**src/sv/ifd_pkg.sv**
```systemverilog
// Shared constants, codes and types for the IPv4 forwarding decision block.
`timescale 1ns / 1ps

package ifd_pkg;

  localparam int ROUTE_ENTRIES = 16;
  localparam int PORT_COUNT    = 4;
  localparam int ADDR_PORTS    = 4;
  localparam int IDX_W         = (ROUTE_ENTRIES > 1) ? $clog2(ROUTE_ENTRIES) : 1;
  localparam int CNT_W         = $clog2(ROUTE_ENTRIES + 1);
  localparam int ROUTE_W       = 32 + 32 + 2;

  localparam logic [15:0] MIN_LOCAL_LENGTH  = 16'd21;
  localparam logic [7:0]  PROTO_ICMP        = 8'd1;
  localparam logic [7:0]  ICMP_ECHO_REQUEST = 8'd8;

  localparam logic CMD_WRITE  = 1'b0;
  localparam logic CMD_PACKET = 1'b1;

  localparam logic [1:0] KIND_ARP_REQUEST = 2'd0;
  localparam logic [1:0] KIND_ARP_REPLY   = 2'd1;
  localparam logic [1:0] KIND_IPV4        = 2'd2;

  typedef enum logic [3:0] {
    ACT_DROP          = 4'd0,
    ACT_ARP_REPLY     = 4'd1,
    ACT_ARP_LEARN     = 4'd2,
    ACT_FORWARD       = 4'd3,
    ACT_ECHO_REPLY    = 4'd4,
    ACT_TIME_EXCEEDED = 4'd5,
    ACT_NET_UNREACH   = 4'd6,
    ACT_PORT_UNREACH  = 4'd7,
    ACT_WRITE_DONE    = 4'd8
  } action_t;

  typedef struct packed {
    logic             done;
    logic             found;
    logic [IDX_W-1:0] best;
    logic [1:0]       port;
  } srch_status_t;

endpackage

```
**src/sv/ifd_ram.sv**
```systemverilog
// Generic single-write, single-read RAM with a registered read port.
`timescale 1ns / 1ps

module ifd_ram #(
  parameter int WIDTH = 8,
  parameter int DEPTH = 16,
  localparam int AW = (DEPTH > 1) ? $clog2(DEPTH) : 1
) (
  input  logic             clk,
  input  logic             we,
  input  logic [AW-1:0]    waddr,
  input  logic [WIDTH-1:0] wdata,
  input  logic [AW-1:0]    raddr,
  output logic [WIDTH-1:0] rdata
);

  logic [WIDTH-1:0] mem [DEPTH];

  always_ff @(posedge clk) begin
    if (we) begin
      mem[waddr] <= wdata;
    end
    rdata <= mem[raddr];
  end

endmodule

```
**src/sv/ifd_search.sv**
```systemverilog
// Route table storage and the sequential longest-prefix search over it.
`timescale 1ns / 1ps

module ifd_search (
  input  logic                      clk,
  input  logic                      rst,
  input  logic                      wr_en,
  input  logic [ifd_pkg::IDX_W-1:0] wr_idx,
  input  logic [31:0]               wr_prefix,
  input  logic [31:0]               wr_mask,
  input  logic [1:0]                wr_port,
  input  logic                      wr_valid,
  input  logic                      start,
  input  logic [31:0]               key,
  output ifd_pkg::srch_status_t     status
);
  import ifd_pkg::*;

  logic [ROUTE_ENTRIES-1:0] valid_bits;
  logic [ROUTE_W-1:0]       rd_word;
  logic [31:0]              rd_prefix;
  logic [31:0]              rd_mask;
  logic [1:0]               rd_port;
  logic                     busy;
  logic [CNT_W-1:0]         issue_cnt;
  logic                     pend;
  logic [IDX_W-1:0]         pend_idx;
  logic                     found;
  logic [IDX_W-1:0]         best;
  logic [31:0]              lead_mask;
  logic [1:0]               best_port;
  logic [31:0]              key_q;
  logic                     issuing;
  logic                     hit;
  logic                     take;
  logic                     done;

  ifd_ram #(
    .WIDTH(ROUTE_W),
    .DEPTH(ROUTE_ENTRIES)
  ) u_route_ram (
    .clk  (clk),
    .we   (wr_en),
    .waddr(wr_idx),
    .wdata({wr_prefix, wr_mask, wr_port}),
    .raddr(issue_cnt[IDX_W-1:0]),
    .rdata(rd_word)
  );

  assign rd_prefix = rd_word[ROUTE_W-1 -: 32];
  assign rd_mask   = rd_word[33:2];
  assign rd_port   = rd_word[1:0];

  assign issuing = busy && (issue_cnt < CNT_W'(ROUTE_ENTRIES));
  assign hit     = pend && valid_bits[pend_idx] && ((key_q & rd_mask) == (rd_prefix & rd_mask));
  assign take    = hit && (!found || (rd_mask > lead_mask));
  assign done    = busy && !issuing && !pend;

  always_ff @(posedge clk) begin
    if (rst) begin
      valid_bits <= '0;
    end else if (wr_en) begin
      valid_bits[wr_idx] <= wr_valid;
    end
  end

  always_ff @(posedge clk) begin
    if (rst) begin
      busy      <= 1'b0;
      pend      <= 1'b0;
      found     <= 1'b0;
      issue_cnt <= '0;
    end else if (start) begin
      busy      <= 1'b1;
      pend      <= 1'b0;
      found     <= 1'b0;
      issue_cnt <= '0;
    end else if (busy) begin
      pend <= issuing;
      if (issuing) begin
        issue_cnt <= issue_cnt + 1'b1;
      end
      if (take) begin
        found <= 1'b1;
      end
      if (done) begin
        busy <= 1'b0;
      end
    end
  end

  always_ff @(posedge clk) begin
    if (start) begin
      key_q <= key;
    end
    pend_idx <= issue_cnt[IDX_W-1:0];
    if (take) begin
      best      <= pend_idx;
      lead_mask <= rd_mask;
      best_port <= rd_port;
    end
  end

  assign status = '{done: done, found: found, best: best, port: best_port};

  a_cnt_bound: assert property (@(posedge clk) disable iff (rst)
    issue_cnt <= CNT_W'(ROUTE_ENTRIES))
    else $error("Search issue counter ran past the table.");

  a_pend_busy: assert property (@(posedge clk) disable iff (rst)
    pend |-> busy)
    else $error("A read is pending outside a search.");

  a_start_idle: assert property (@(posedge clk) disable iff (rst)
    start |-> !busy)
    else $error("Search started while another is running.");

endmodule

```
**src/sv/ipv4_forward_decision_lpm.sv**
```systemverilog
// Top level of the IPv4 forwarding decision block with longest-prefix route lookup.
//
//  Channel | Signals                                 | Dir | Word
//  in      | in_valid, in_ready, cmd..total_length   | in  | route write or parsed packet
//  out     | out_valid, out_ready, action..route_hit | out | one decision per input word
//  cfg     | cfg_we, cfg_index, cfg_data             | in  | port address write
//
//  Route writes and locally decided packets pass from acceptance through S_DONE to the registered output.
//  A forwarded packet with TTL above one walks the route memory one entry per cycle,
//  a pace set by the single read port.
//  One word is processed at a time; a held output word holds the next word in S_DONE, and in_ready stays low.
//  Reset clears the port addresses and all route valid bits.
`timescale 1ns / 1ps

module ipv4_forward_decision_lpm (
  input  logic        clk,
  input  logic        rst,
  input  logic        cfg_we,
  input  logic [1:0]  cfg_index,
  input  logic [31:0] cfg_data,
  input  logic        in_valid,
  output logic        in_ready,
  input  logic        cmd,
  input  logic [3:0]  entry_index,
  input  logic [31:0] address,
  input  logic [31:0] mask,
  input  logic [1:0]  port,
  input  logic        entry_valid,
  input  logic [1:0]  kind,
  input  logic [7:0]  ttl,
  input  logic [7:0]  protocol,
  input  logic [7:0]  icmp_msg,
  input  logic        header_ok,
  input  logic [15:0] total_length,
  output logic        out_valid,
  input  logic        out_ready,
  output logic [3:0]  action,
  output logic [1:0]  egress_port,
  output logic [7:0]  new_ttl,
  output logic [3:0]  route_hit
);
  import ifd_pkg::*;

  typedef enum logic [2:0] {
    S_IDLE   = 3'b001,
    S_SEARCH = 3'b010,
    S_DONE   = 3'b100
  } state_t;

  state_t       state;
  state_t       state_next;
  logic [31:0]  port_addr [ADDR_PORTS];
  logic         accept;
  logic         wr_en;
  logic         start;
  logic         port_ok;
  logic         is_local;
  logic         needs_search;
  action_t      dec_action;
  action_t      res_action;
  logic [1:0]   res_port;
  logic [7:0]   res_ttl;
  logic [3:0]   res_hit;
  logic [1:0]   pkt_port;
  logic [7:0]   pkt_ttl;
  logic         out_free;
  srch_status_t srch;

  assign in_ready = (state == S_IDLE) && !rst;
  assign accept   = in_valid && in_ready;
  assign wr_en    = accept && (cmd == CMD_WRITE) && (int'(entry_index) < ROUTE_ENTRIES);
  assign start    = accept && (cmd == CMD_PACKET) && needs_search;
  assign out_free = !out_valid || out_ready;

  always_ff @(posedge clk) begin
    if (rst) begin
      for (int i = 0; i < ADDR_PORTS; i++) begin
        port_addr[i] <= '0;
      end
    end else if (cfg_we) begin
      port_addr[cfg_index] <= cfg_data;
    end
  end

  always_comb begin
    is_local = 1'b0;
    for (int i = 0; i < ADDR_PORTS; i++) begin
      if ((i < PORT_COUNT) && (port_addr[i] == address)) begin
        is_local = 1'b1;
      end
    end
  end

  always_comb begin
    port_ok      = (int'(port) < PORT_COUNT);
    needs_search = 1'b0;
    dec_action   = ACT_DROP;
    if (!port_ok) begin
      dec_action = ACT_DROP;
    end else begin
      unique case (kind) inside
        KIND_ARP_REQUEST, KIND_ARP_REPLY: begin
          if (address != port_addr[port]) begin
            dec_action = ACT_DROP;
          end else if (kind == KIND_ARP_REQUEST) begin
            dec_action = ACT_ARP_REPLY;
          end else begin
            dec_action = ACT_ARP_LEARN;
          end
        end
        KIND_IPV4: begin
          if (is_local) begin
            if (!header_ok || (total_length < MIN_LOCAL_LENGTH)) begin
              dec_action = ACT_DROP;
            end else if (protocol != PROTO_ICMP) begin
              dec_action = ACT_PORT_UNREACH;
            end else if (icmp_msg == ICMP_ECHO_REQUEST) begin
              dec_action = ACT_ECHO_REPLY;
            end else begin
              dec_action = ACT_DROP;
            end
          end else if (ttl <= 8'd1) begin
            dec_action = ACT_TIME_EXCEEDED;
          end else begin
            needs_search = 1'b1;
          end
        end
        default: dec_action = ACT_DROP;
      endcase
    end
  end

  ifd_search u_search (
    .clk      (clk),
    .rst      (rst),
    .wr_en    (wr_en),
    .wr_idx   (IDX_W'(entry_index)),
    .wr_prefix(address),
    .wr_mask  (mask),
    .wr_port  (port),
    .wr_valid (entry_valid),
    .start    (start),
    .key      (address),
    .status   (srch)
  );

  always_comb begin
    state_next = state;
    unique case (state)
      S_IDLE: begin
        if (accept) begin
          state_next = start ? S_SEARCH : S_DONE;
        end
      end
      S_SEARCH: begin
        if (srch.done) begin
          state_next = S_DONE;
        end
      end
      S_DONE: begin
        if (out_free) begin
          state_next = S_IDLE;
        end
      end
      default: state_next = S_IDLE;
    endcase
  end

  always_ff @(posedge clk) begin
    if (rst) begin
      state <= S_IDLE;
    end else begin
      state <= state_next;
    end
  end

  always_ff @(posedge clk) begin
    if (accept) begin
      pkt_port <= port;
      pkt_ttl  <= ttl;
      res_ttl  <= '0;
      res_hit  <= '0;
      if (cmd == CMD_WRITE) begin
        res_action <= ACT_WRITE_DONE;
        res_port   <= '0;
      end else begin
        res_action <= dec_action;
        res_port   <= port;
      end
    end else if ((state == S_SEARCH) && srch.done) begin
      if (srch.found) begin
        res_action <= ACT_FORWARD;
        res_port   <= srch.port;
        res_ttl    <= pkt_ttl - 8'd1;
        res_hit    <= 4'(srch.best);
      end else begin
        res_action <= ACT_NET_UNREACH;
        res_port   <= pkt_port;
        res_ttl    <= '0;
        res_hit    <= '0;
      end
    end
  end

  always_ff @(posedge clk) begin
    if (rst) begin
      out_valid <= 1'b0;
    end else if ((state == S_DONE) && out_free) begin
      out_valid <= 1'b1;
    end else if (out_ready) begin
      out_valid <= 1'b0;
    end
  end

  always_ff @(posedge clk) begin
    if ((state == S_DONE) && out_free) begin
      action      <= res_action;
      egress_port <= res_port;
      new_ttl     <= res_ttl;
      route_hit   <= res_hit;
    end
  end

  a_done_in_search: assert property (@(posedge clk) disable iff (rst)
    srch.done |-> (state == S_SEARCH))
    else $error("Search finished outside the search state.");

  a_forward_ttl: assert property (@(posedge clk) disable iff (rst)
    (out_valid && (action == ACT_FORWARD)) |-> (new_ttl != 8'd0))
    else $error("Forwarded word carries a zero TTL.");

  a_local_zero: assert property (@(posedge clk) disable iff (rst)
    (out_valid && (action != ACT_FORWARD)) |-> ((new_ttl == 8'd0) && (route_hit == 4'd0)))
    else $error("Non-forward word carries TTL or route index.");

  a_state_onehot: assert property (@(posedge clk) disable iff (rst)
    $onehot(state))
    else $error("Control state lost its one-hot code.");

endmodule
```
**config.mk**
```make
export PLATFORM = sky130hd
export DESIGN_NAME = ipv4_forward_decision_lpm
export DESIGN_NICKNAME = d
export VERILOG_FILES = /design/src/sv/ifd_pkg.sv /design/src/sv/ifd_ram.sv /design/src/sv/ifd_search.sv /design/src/sv/ipv4_forward_decision_lpm.sv
export SDC_FILE = /design/constraint.sdc
export NUM_CORES = 2
export LEC_CHECK = 0
export BUFFER_PORTS_ARGS = -buffer_cell sky130_fd_sc_hd__buf_2
export CORE_AREA = 2 2 360 362
export DETAILED_ROUTE_END_ITERATION = 8
export DIE_AREA = 0 0 362 364
export MAX_ROUTING_LAYER = met4
export PLACE_DENSITY = 0.6
export SYNTH_ARGS = -nofsm -noshare
export SYNTH_HDL_FRONTEND = slang
export SYNTH_SLANG_ARGS = --single-unit
```
**constraint.sdc**
```tcl
create_clock -name clk -period 7.6 [get_ports clk]
set_input_delay 0.38 -clock clk [delete_from_list [all_inputs] [get_ports clk]]
set_output_delay 0.38 -clock clk [all_outputs]
set_load 0.02 [all_outputs]
```
Yosys cells after proc, flatten, opt, wreduce, memory -nomap -nowiden
Memory sizes are Yosys's and may differ from the RTL's. A register that Yosys moved wholly into a read port is not among the register bits.
Cells that the tools add are included.
Widths: inputs -> output; s select.
{"block": "word_totals", "register_bits": 148, "latchBits": 0, "ramBits": 1184, "romBits": 0, "in_bits": 154, "output_inout_bits": 20, "wordCells": 134, "mem_count": 2}
{"name": "u_search.u_route_ram.mem", "words": 16, "width": 66, "read_ports": 1, "rd_clocked_by_memory_dff": 1, "write_ports": 1, "line_no": "ifd_ram.sv:17", "source": "logic [WIDTH-1:0] mem [DEPTH];"}
{"name": "port_addr", "words": 4, "width": 32, "read_ports": 5, "rd_clocked_by_memory_dff": 0, "write_ports": 4, "line_no": "ipv4_forward_decision_lpm.sv:52", "source": "logic [31:0] port_addr [ADDR_PORTS];"}
{"block": "op_classes", "add_sub_neg": 2, "mul": 0, "n_div": 0, "n_lt_le_gt_ge": 7, "n_eq_ne": 16, "shift": 0, "mux": 50, "n_bitwise": 3, "n_reduce_logical": 32}
{"op": "$eq 32x32->1", "n": 5}
{"op": "$and 32x32->32", "n": 2}
{"op": "$gt 32x32->1", "n": 1}
{"op": "$mux 32", "n": 1}
{"op": "$ne 32x32->1", "n": 1}
{"op": "$reduce_or 32->1", "n": 1}
{"op": "$mux 3", "n": 9}
{"op": "$mux 4", "n": 6}
{"op": "$mux 1", "n": 22}
{"op": "$bwmux 16", "n": 1}
{"op": "$lt 16x5->1 const B", "n": 1}
{"op": "$logic_and 1x1->1", "n": 14}
{"op": "$mux 2", "n": 6}
{"op": "$lt 4x5->1 const B", "n": 2}
{"op": "$pmux 3 s3", "n": 1}
{"op": "$eq 8x4->1 const B", "n": 1}
{"op": "$le 8x1->1 const B", "n": 1}
{"op": "$mux 8", "n": 1}
{"op": "$ne 8x1->1 const B", "n": 1}
{"op": "$pmux 4 s2", "n": 1}
{"op": "$sub 8x1->8 const B", "n": 1}
{"op": "$logic_not 1->1", "n": 6}
{"op": "$add 5x1->5 const B", "n": 1}
{"op": "$lt 5x5->1 const B", "n": 1}
{"op": "other kinds (17)", "n": 23}

Logic depth before layout (Yosys ltp)
An unclocked memory read counts as a cell.
{"block": "logic_depth", "ltp_word": 12, "ltp_mapped": 10, "mapped_depth_nobuf": 9}

Hierarchy
Synthesis repeated with hierarchy kept, for this count alone.
{"block": "unflattened", "cells_unflattened": 2794, "hier_area_um2": 54750.0}
{"module": "ifd_ram", "instances": 1, "cells_each": 1698, "area_per_inst_um2": 40799.1, "seq_area_each_um2": 33031.7}
{"module": "ipv4_forward_decision_lpm", "instances": 1, "cells_each": 723, "area_per_inst_um2": 9370.2, "seq_area_each_um2": 5185.0}
{"module": "ifd_search", "instances": 1, "cells_each": 373, "area_per_inst_um2": 4580.6, "seq_area_each_um2": 2662.6}

Least setup slack after synthesis
OpenSTA, ideal clock, no wires.
{"block": "synth_timing", "kind": "flip-flop to flip-flop", "start": "register state[0]", "end": "register u_search.valid_bits[0]", "setup_ps": 128, "arrival_ps": 7152, "required_ps": 7472, "slack_ps": 320, "path_stages_with_launch": 8, "n_path_buf": 1, "period_less_slack_ps": 7280, "cell_sequence": "dfxtp_1 nor4b_1 nand2_1 or4_1 clkbuf_1 nor3_1 mux2i_1 nor2_1"}
{"block": "synth_via", "elab_chain_cells": 4}
{"element": "start, declared", "line_no": "ipv4_forward_decision_lpm.sv:50", "source": "state_t state;"}
{"element": "start signal, assigned", "line_no": "ipv4_forward_decision_lpm.sv:173", "source": "state <= state_next;"}
{"element": "$eq 3x1->1", "line_no": "ipv4_forward_decision_lpm.sv:69", "source": "assign in_ready = (state == S_IDLE) && !rst;"}
{"element": "$logic_and 1x1->1", "line_no": "ipv4_forward_decision_lpm.sv:69"}
{"element": "net in_ready", "line_no": "ipv4_forward_decision_lpm.sv:22", "source": "output logic in_ready,"}
{"element": "$logic_and 1x1->1", "line_no": "ipv4_forward_decision_lpm.sv:70", "source": "assign accept = in_valid && in_ready;"}
{"element": "$logic_and 1x1->1", "line_no": "ipv4_forward_decision_lpm.sv:71", "source": "assign wr_en = accept && (cmd == CMD_WRITE) && (int'(entry_index) < ROUTE_ENTRIES);"}
{"element": "end signal, assigned by index", "line_no": "ifd_search.sv:63", "source": "valid_bits[wr_idx] <= wr_valid;"}
{"element": "end, declared", "line_no": "ifd_search.sv:19", "source": "logic [ROUTE_ENTRIES-1:0] valid_bits;"}
The timed path passes the listed nets, and every way through them passes these cells.
A chain may end at the register's enable or synchronous reset.

Worst setup path in the final report
{"block": "layout_timing", "start": "register state[0]", "end": "memory u_search.u_route_ram.mem[5][58] in the netlist's numbering, enable pin"}
{"block": "layout_via", "elab_chain_cells": 6}
{"element": "$eq 3x1->1", "line_no": "ipv4_forward_decision_lpm.sv:69"}
{"element": "$logic_and 1x1->1", "line_no": "ipv4_forward_decision_lpm.sv:69"}
{"element": "$logic_and 1x1->1", "line_no": "ipv4_forward_decision_lpm.sv:70"}
{"element": "$logic_and 1x1->1", "line_no": "ipv4_forward_decision_lpm.sv:71"}
{"element": "$mux 1", "line_no": "ifd_ram.sv:20", "source": "if (we) begin"}
{"element": "$mux 1 (not written as such)", "line_no": "ifd_ram.sv:21", "source": "mem[waddr] <= wdata;"}
{"element": "end, declared", "line_no": "ifd_ram.sv:17"}
No other way between the ends.

==> load_flow_metrics.sql <==
INSERT INTO impl_metrics (metric_group, metric, value, unit) VALUES
('setup_path', 'r2r_setup_slack', '3.68', 'ns'),
('status', 'outcome', 'finished clean', ''),
('cts', 'cts_tree', 'yes', ''),
('timing', 'max_slew.worst_pin.slew', '1.17', 'ns'),
('cts', 'clk_path_buf_depth', '3', ''),
('setup_path', 'cp_data_required_time', '7.97', 'ns'),
('floorplanning', 'floorplan.initialDensity', '0.426', ''),
('timing', 'rsz0062_at_grt', 'no', ''),
('setup_path', 'reg2reg_to', 'u_search.u_route_ram.mem[5][58]$_DFFE_PP_', ''),
('synthesis', 'synthArstFlopShare', '0', ''),
('synthesis', 'share_of_synthesized_cell_area_in_full_adder_half_adder_and_majority_cells', '0.00778', ''),
('global_route', 'grt_pass1_wl', '190000', 'um'),
('synthesis', 'syn_nets', '2803', ''),
('pwr', 'vdd.ir_drop.worst', '157', 'uV'),
('final_layout', 'regArea', '0.0409', 'mm2'),
('timing', 'fin_tns_setup', '0', 'ns'),
('placed_design', 'dpl_cell_area', '0.0576', 'mm2'),
('routing', 'wl_per_cell', '27.4', 'um'),
('floorplanning', 'die_width', '362', 'um'),
('routing', 'vias_per_cell', '5.57', ''),
('hold_path', 'hold_end', 'u_search.u_route_ram.mem[13][27]$_DFFE_PP_', ''),
('setup_path', 'setup.worst_path.class', 'reg -> reg', ''),
('timing', 'period_utilization', '0.516', ''),
('timing', 'maxSlewHeadroom', '0.223', ''),
('floorplanning', 'placement_rows', '132', ''),
('timing', 'clock_skew', '0.0260', 'ns'),
('setup_path', 'crit_path_end_kind', 'register', ''),
('placed_design', 'globalplace.congestion', '0.882', ''),
('global_route', 'grt.overflow.total', '0', ''),
('timing', 'slew_viol_final', '0', ''),
('setup_path', 'critical_path_peak_fanout', '47', ''),
('cts', 'clock_latency', '0.77', 'ns'),
('placed_design', 'dp_cells', '4371', ''),
('final_layout', 'final_cell_utilization_of_the_core', '0.490', ''),
('floorplanning', 'core_outline_area', '0.128', 'mm2'),
('final_layout', 'syn_to_final_growth', '15.0', '%'),
('cts', 'cts-buffers-inserted', '142', ''),
('final_layout', 'nets', '3101', ''),
('synthesis', 'synth_cell_type_count', '52', ''),
('cts', 'clkSinkCount', '1398', ''),
('global_route', 'global_route.usage.total', '0.204', ''),
('synthesis', 'post_synth_xor_area_fraction', '0.0324', ''),
('routing', 'drt_iter0_markers', '2617', ''),
('routing', 'routed_wl', '129000', 'um'),
('placed_design', 'port-buffer-count', '173', ''),
('timing', 'setup_viol', '0', ''),
('synthesis', 'synth_simple_gate_area_frac', '0.0338', ''),
('synthesis', 'synth.ff_latch_count', '1398', ''),
('setup_path', 'cp_cell_sequence', 'nor4b_1, nand2_1, nor2_1, nand3b_1, nor2_4, buf_4', ''),
('final_layout', 'filler_cell_count', '10200', ''),
('hold_path', 'worst_hold_path.num_cells', '1', ''),
('pwr', 'powerDensity', '253', 'mW/mm2'),
('routing', 'number_of_remaining_drc_errors', '0', ''),
('cts', 'clk_pin_slew_worst_paths', '0.06', 'ns'),
('setup_path', 'rr_startpoint', 'state[0]$_SDFFE_PP1P_', ''),
('routing', 'vias', '26300', ''),
('synthesis', 'synth_ff_type', 'sky130_fd_sc_hd__edfxtp_1', ''),
('final_layout', 'multi_input_area', '0.0132', 'mm2'),
('final_layout', 'final_cell_area', '0.0629', 'mm2'),
('synthesis', 'synth_compound_gate_area_share', '0.0120', ''),
('setup_path', 'slowest_stage', 'sky130_fd_sc_hd__buf_4', ''),
('synthesis', 'synth_edf_count', '1288', ''),
('cts', 'cts-root-buf', 'sky130_fd_sc_hd__clkbuf_16', ''),
('pwr', 'static-leakage-power', '19.8', 'nW'),
('floorplanning', 'design.portCount', '174', ''),
('final_layout', 'post_layout_nonfiller_instances', '4716', ''),
('cts', 'cts.htree.levels', '4', ''),
('setup_path', 'timing.critical_path.from_type', 'register', ''),
('synthesis', 'netlist_area_before_placement', '0.0547', 'mm2'),
('synthesis', 'yosysWarningCount', '0', ''),
('synthesis', 'synth_mux_area_frac', '0.153', '');
cell usage in the layout, fill, tap and decap left out, types with 8 or more instances in the layout:
cell                            synthesis  routed
sky130_fd_sc_hd__nor2b_1                8       8
sky130_fd_sc_hd__mux2i_1               10      10
sky130_fd_sc_hd__xor2_1                58      58
sky130_fd_sc_hd__nand4_1               48      48
sky130_fd_sc_hd__buf_2                  5     173
sky130_fd_sc_hd__edfxtp_1            1288    1288
sky130_fd_sc_hd__ha_1                  34      34
sky130_fd_sc_hd__a21o_1                12      12
sky130_fd_sc_hd__nor2_1                38      26
sky130_fd_sc_hd__nand3_1                9       9
sky130_fd_sc_hd__bufinv_16              0       9
sky130_fd_sc_hd__nand2_1               33      33
sky130_fd_sc_hd__clkbuf_1             106      37
sky130_fd_sc_hd__mux4_2               359     359
sky130_fd_sc_hd__o21ai_0               27      27
sky130_fd_sc_hd__a22oi_1               16      16
sky130_fd_sc_hd__and2_1               129     129
sky130_fd_sc_hd__clkinv_1               0      26
sky130_fd_sc_hd__a21oi_1               28      28
sky130_fd_sc_hd__clkbuf_16              0     144
sky130_fd_sc_hd__nor4_1                18      18
sky130_fd_sc_hd__nor2_4                 0      12
sky130_fd_sc_hd__clkinv_2               0      24
sky130_fd_sc_hd__dlygate4sd3_1          0      73
sky130_fd_sc_hd__buf_4                  0      41
sky130_fd_sc_hd__clkbuf_8               0       8
sky130_fd_sc_hd__diode_2                0      10
sky130_fd_sc_hd__inv_1                 41      41
sky130_fd_sc_hd__xnor2_1              144     144
sky130_fd_sc_hd__dfxtp_1              110     106
flip-flops by register name, indices dropped and copies added, names as in the netlist, 4 cells and up:
register / count
u_search.u_route_ram.mem: 1056
port_addr: 128
u_search.u_route_ram.rdata: 66
u_search.key_q: 32
u_search.lead_mask: 32
u_search.valid_bits: 16
new_ttl: 8
pkt_ttl: 8
res_ttl: 8
u_search.issue_cnt: 5
action: 4
res_action: 4
res_hit: 4
route_hit: 4
u_search.best: 4
u_search.pend_idx: 4
report_power, final:
group	internal [mW]	total [mW]	switching (mW)
Clock	3.89	6.77	2.88
Combinational	0.230	0.570	0.340
Sequential	8.48	8.54	0.0588
Total	12.6	15.9	3.28
metal layers:
layer	global-route usage	routed length, um
met5	-	0
met4	0.0497	2380
met3	0.0313	7050
met2	0.334	65300
met1	0.271	54500
cells in the mapped netlist, drive strengths merged, types with 2 or more instances:
cell type	number	area share
a22oi	16	0.0022
xnor2	144	0.023
nand3b	3	0.00041
edfxtp	1288	0.71
mux2i	10	0.0018
nor3b	4	0.00055
inv	41	0.0028
clkbuf	106	0.0073
or3	2	0.00023
a22o	3	0.00048
ha	34	0.0078
nor3	12	0.0011
xor2	58	0.0093
nand2	33	0.0023
mux4	366	0.15
a21o	12	0.0016
or2	3	0.00034
a21oi	28	0.0026
nand2b	7	0.00080
nand4	48	0.0055
o21ai	27	0.0025
o21a	3	0.00041
and2	129	0.015
buf	30	0.0027
or4	3	0.00041
nor2	38	0.0026
a31oi	2	0.00023
nor4	19	0.0023
nor4b	3	0.00048
o2111ai	2	0.00032
nor2b	8	0.00092
dfxtp	110	0.040
nand3	9	0.00082
worst max-delay path by stage:
stage | startpoint | to | slack, ns
2_1_floorplan | state[0]$_SDFFE_PP1P_ | u_search.valid_bits[0]$_SDFFE_PP0P_ | 0.32
3_3_place_gp | rst | u_search.u_route_ram.mem[5][8]$_DFFE_PP_ | 3.45
3_5_place_dp | rst | u_search.u_route_ram.mem[5][9]$_DFFE_PP_ | 3.39
4_1_cts | state[0]$_SDFFE_PP1P_ | u_search.u_route_ram.mem[5][5]$_DFFE_PP_ | 3.67
5_1_grt | state[0]$_SDFFE_PP1P_ | u_search.u_route_ram.mem[5][5]$_DFFE_PP_ | 3.44
6_report | state[0]$_SDFFE_PP1P_ | u_search.u_route_ram.mem[5][58]$_DFFE_PP_ | 3.68
metrics by stage:
stage               hold slack [ns]  worst slack [ns]
floorplan                     0.329             0.320
global placement              0.393              3.45
detailed placement            0.395              3.39
CTS                         0.00275              3.67
global route                 0.0292              3.44
finish                       0.0499              3.68
timing repair:
item / 4_1_cts / 5_1_grt
hold endpoints to repair: 600 / 0
buffers inserted: 0 / 0
hold buffers: 73 / 0
layout make-up:
type	instances	share of cell area
diodes	10	0.000398
clock buffers	189	0.0613
clock inverters	73	0.0105
inverters	41	0.00245
multi-input cells	1040	0.210
flip-flops and latches	1398	0.650
well taps	1675	0.0333
repair buffers	290	0.0312
worst max-delay path, delay by kind of cell (launching register included):
kind,cells,cell delay (ns)
simple gates,5,2.12
buf+inv,1,0.90
flops,1,0.43
cells by family (layout without fill, tap and decap cells):
logic type	after synthesis	in the layout
flip-flops	1398	1398
multiplexers	377	377
AND/OR/NAND/NOR	323	323
XOR/XNOR	202	202
buffers and inverters	177	593
AO/OA/AOI/OAI	104	104
adder cells (fa/ha/maj)	34	34
other	0	10
(Power assumes the default switching activity.)
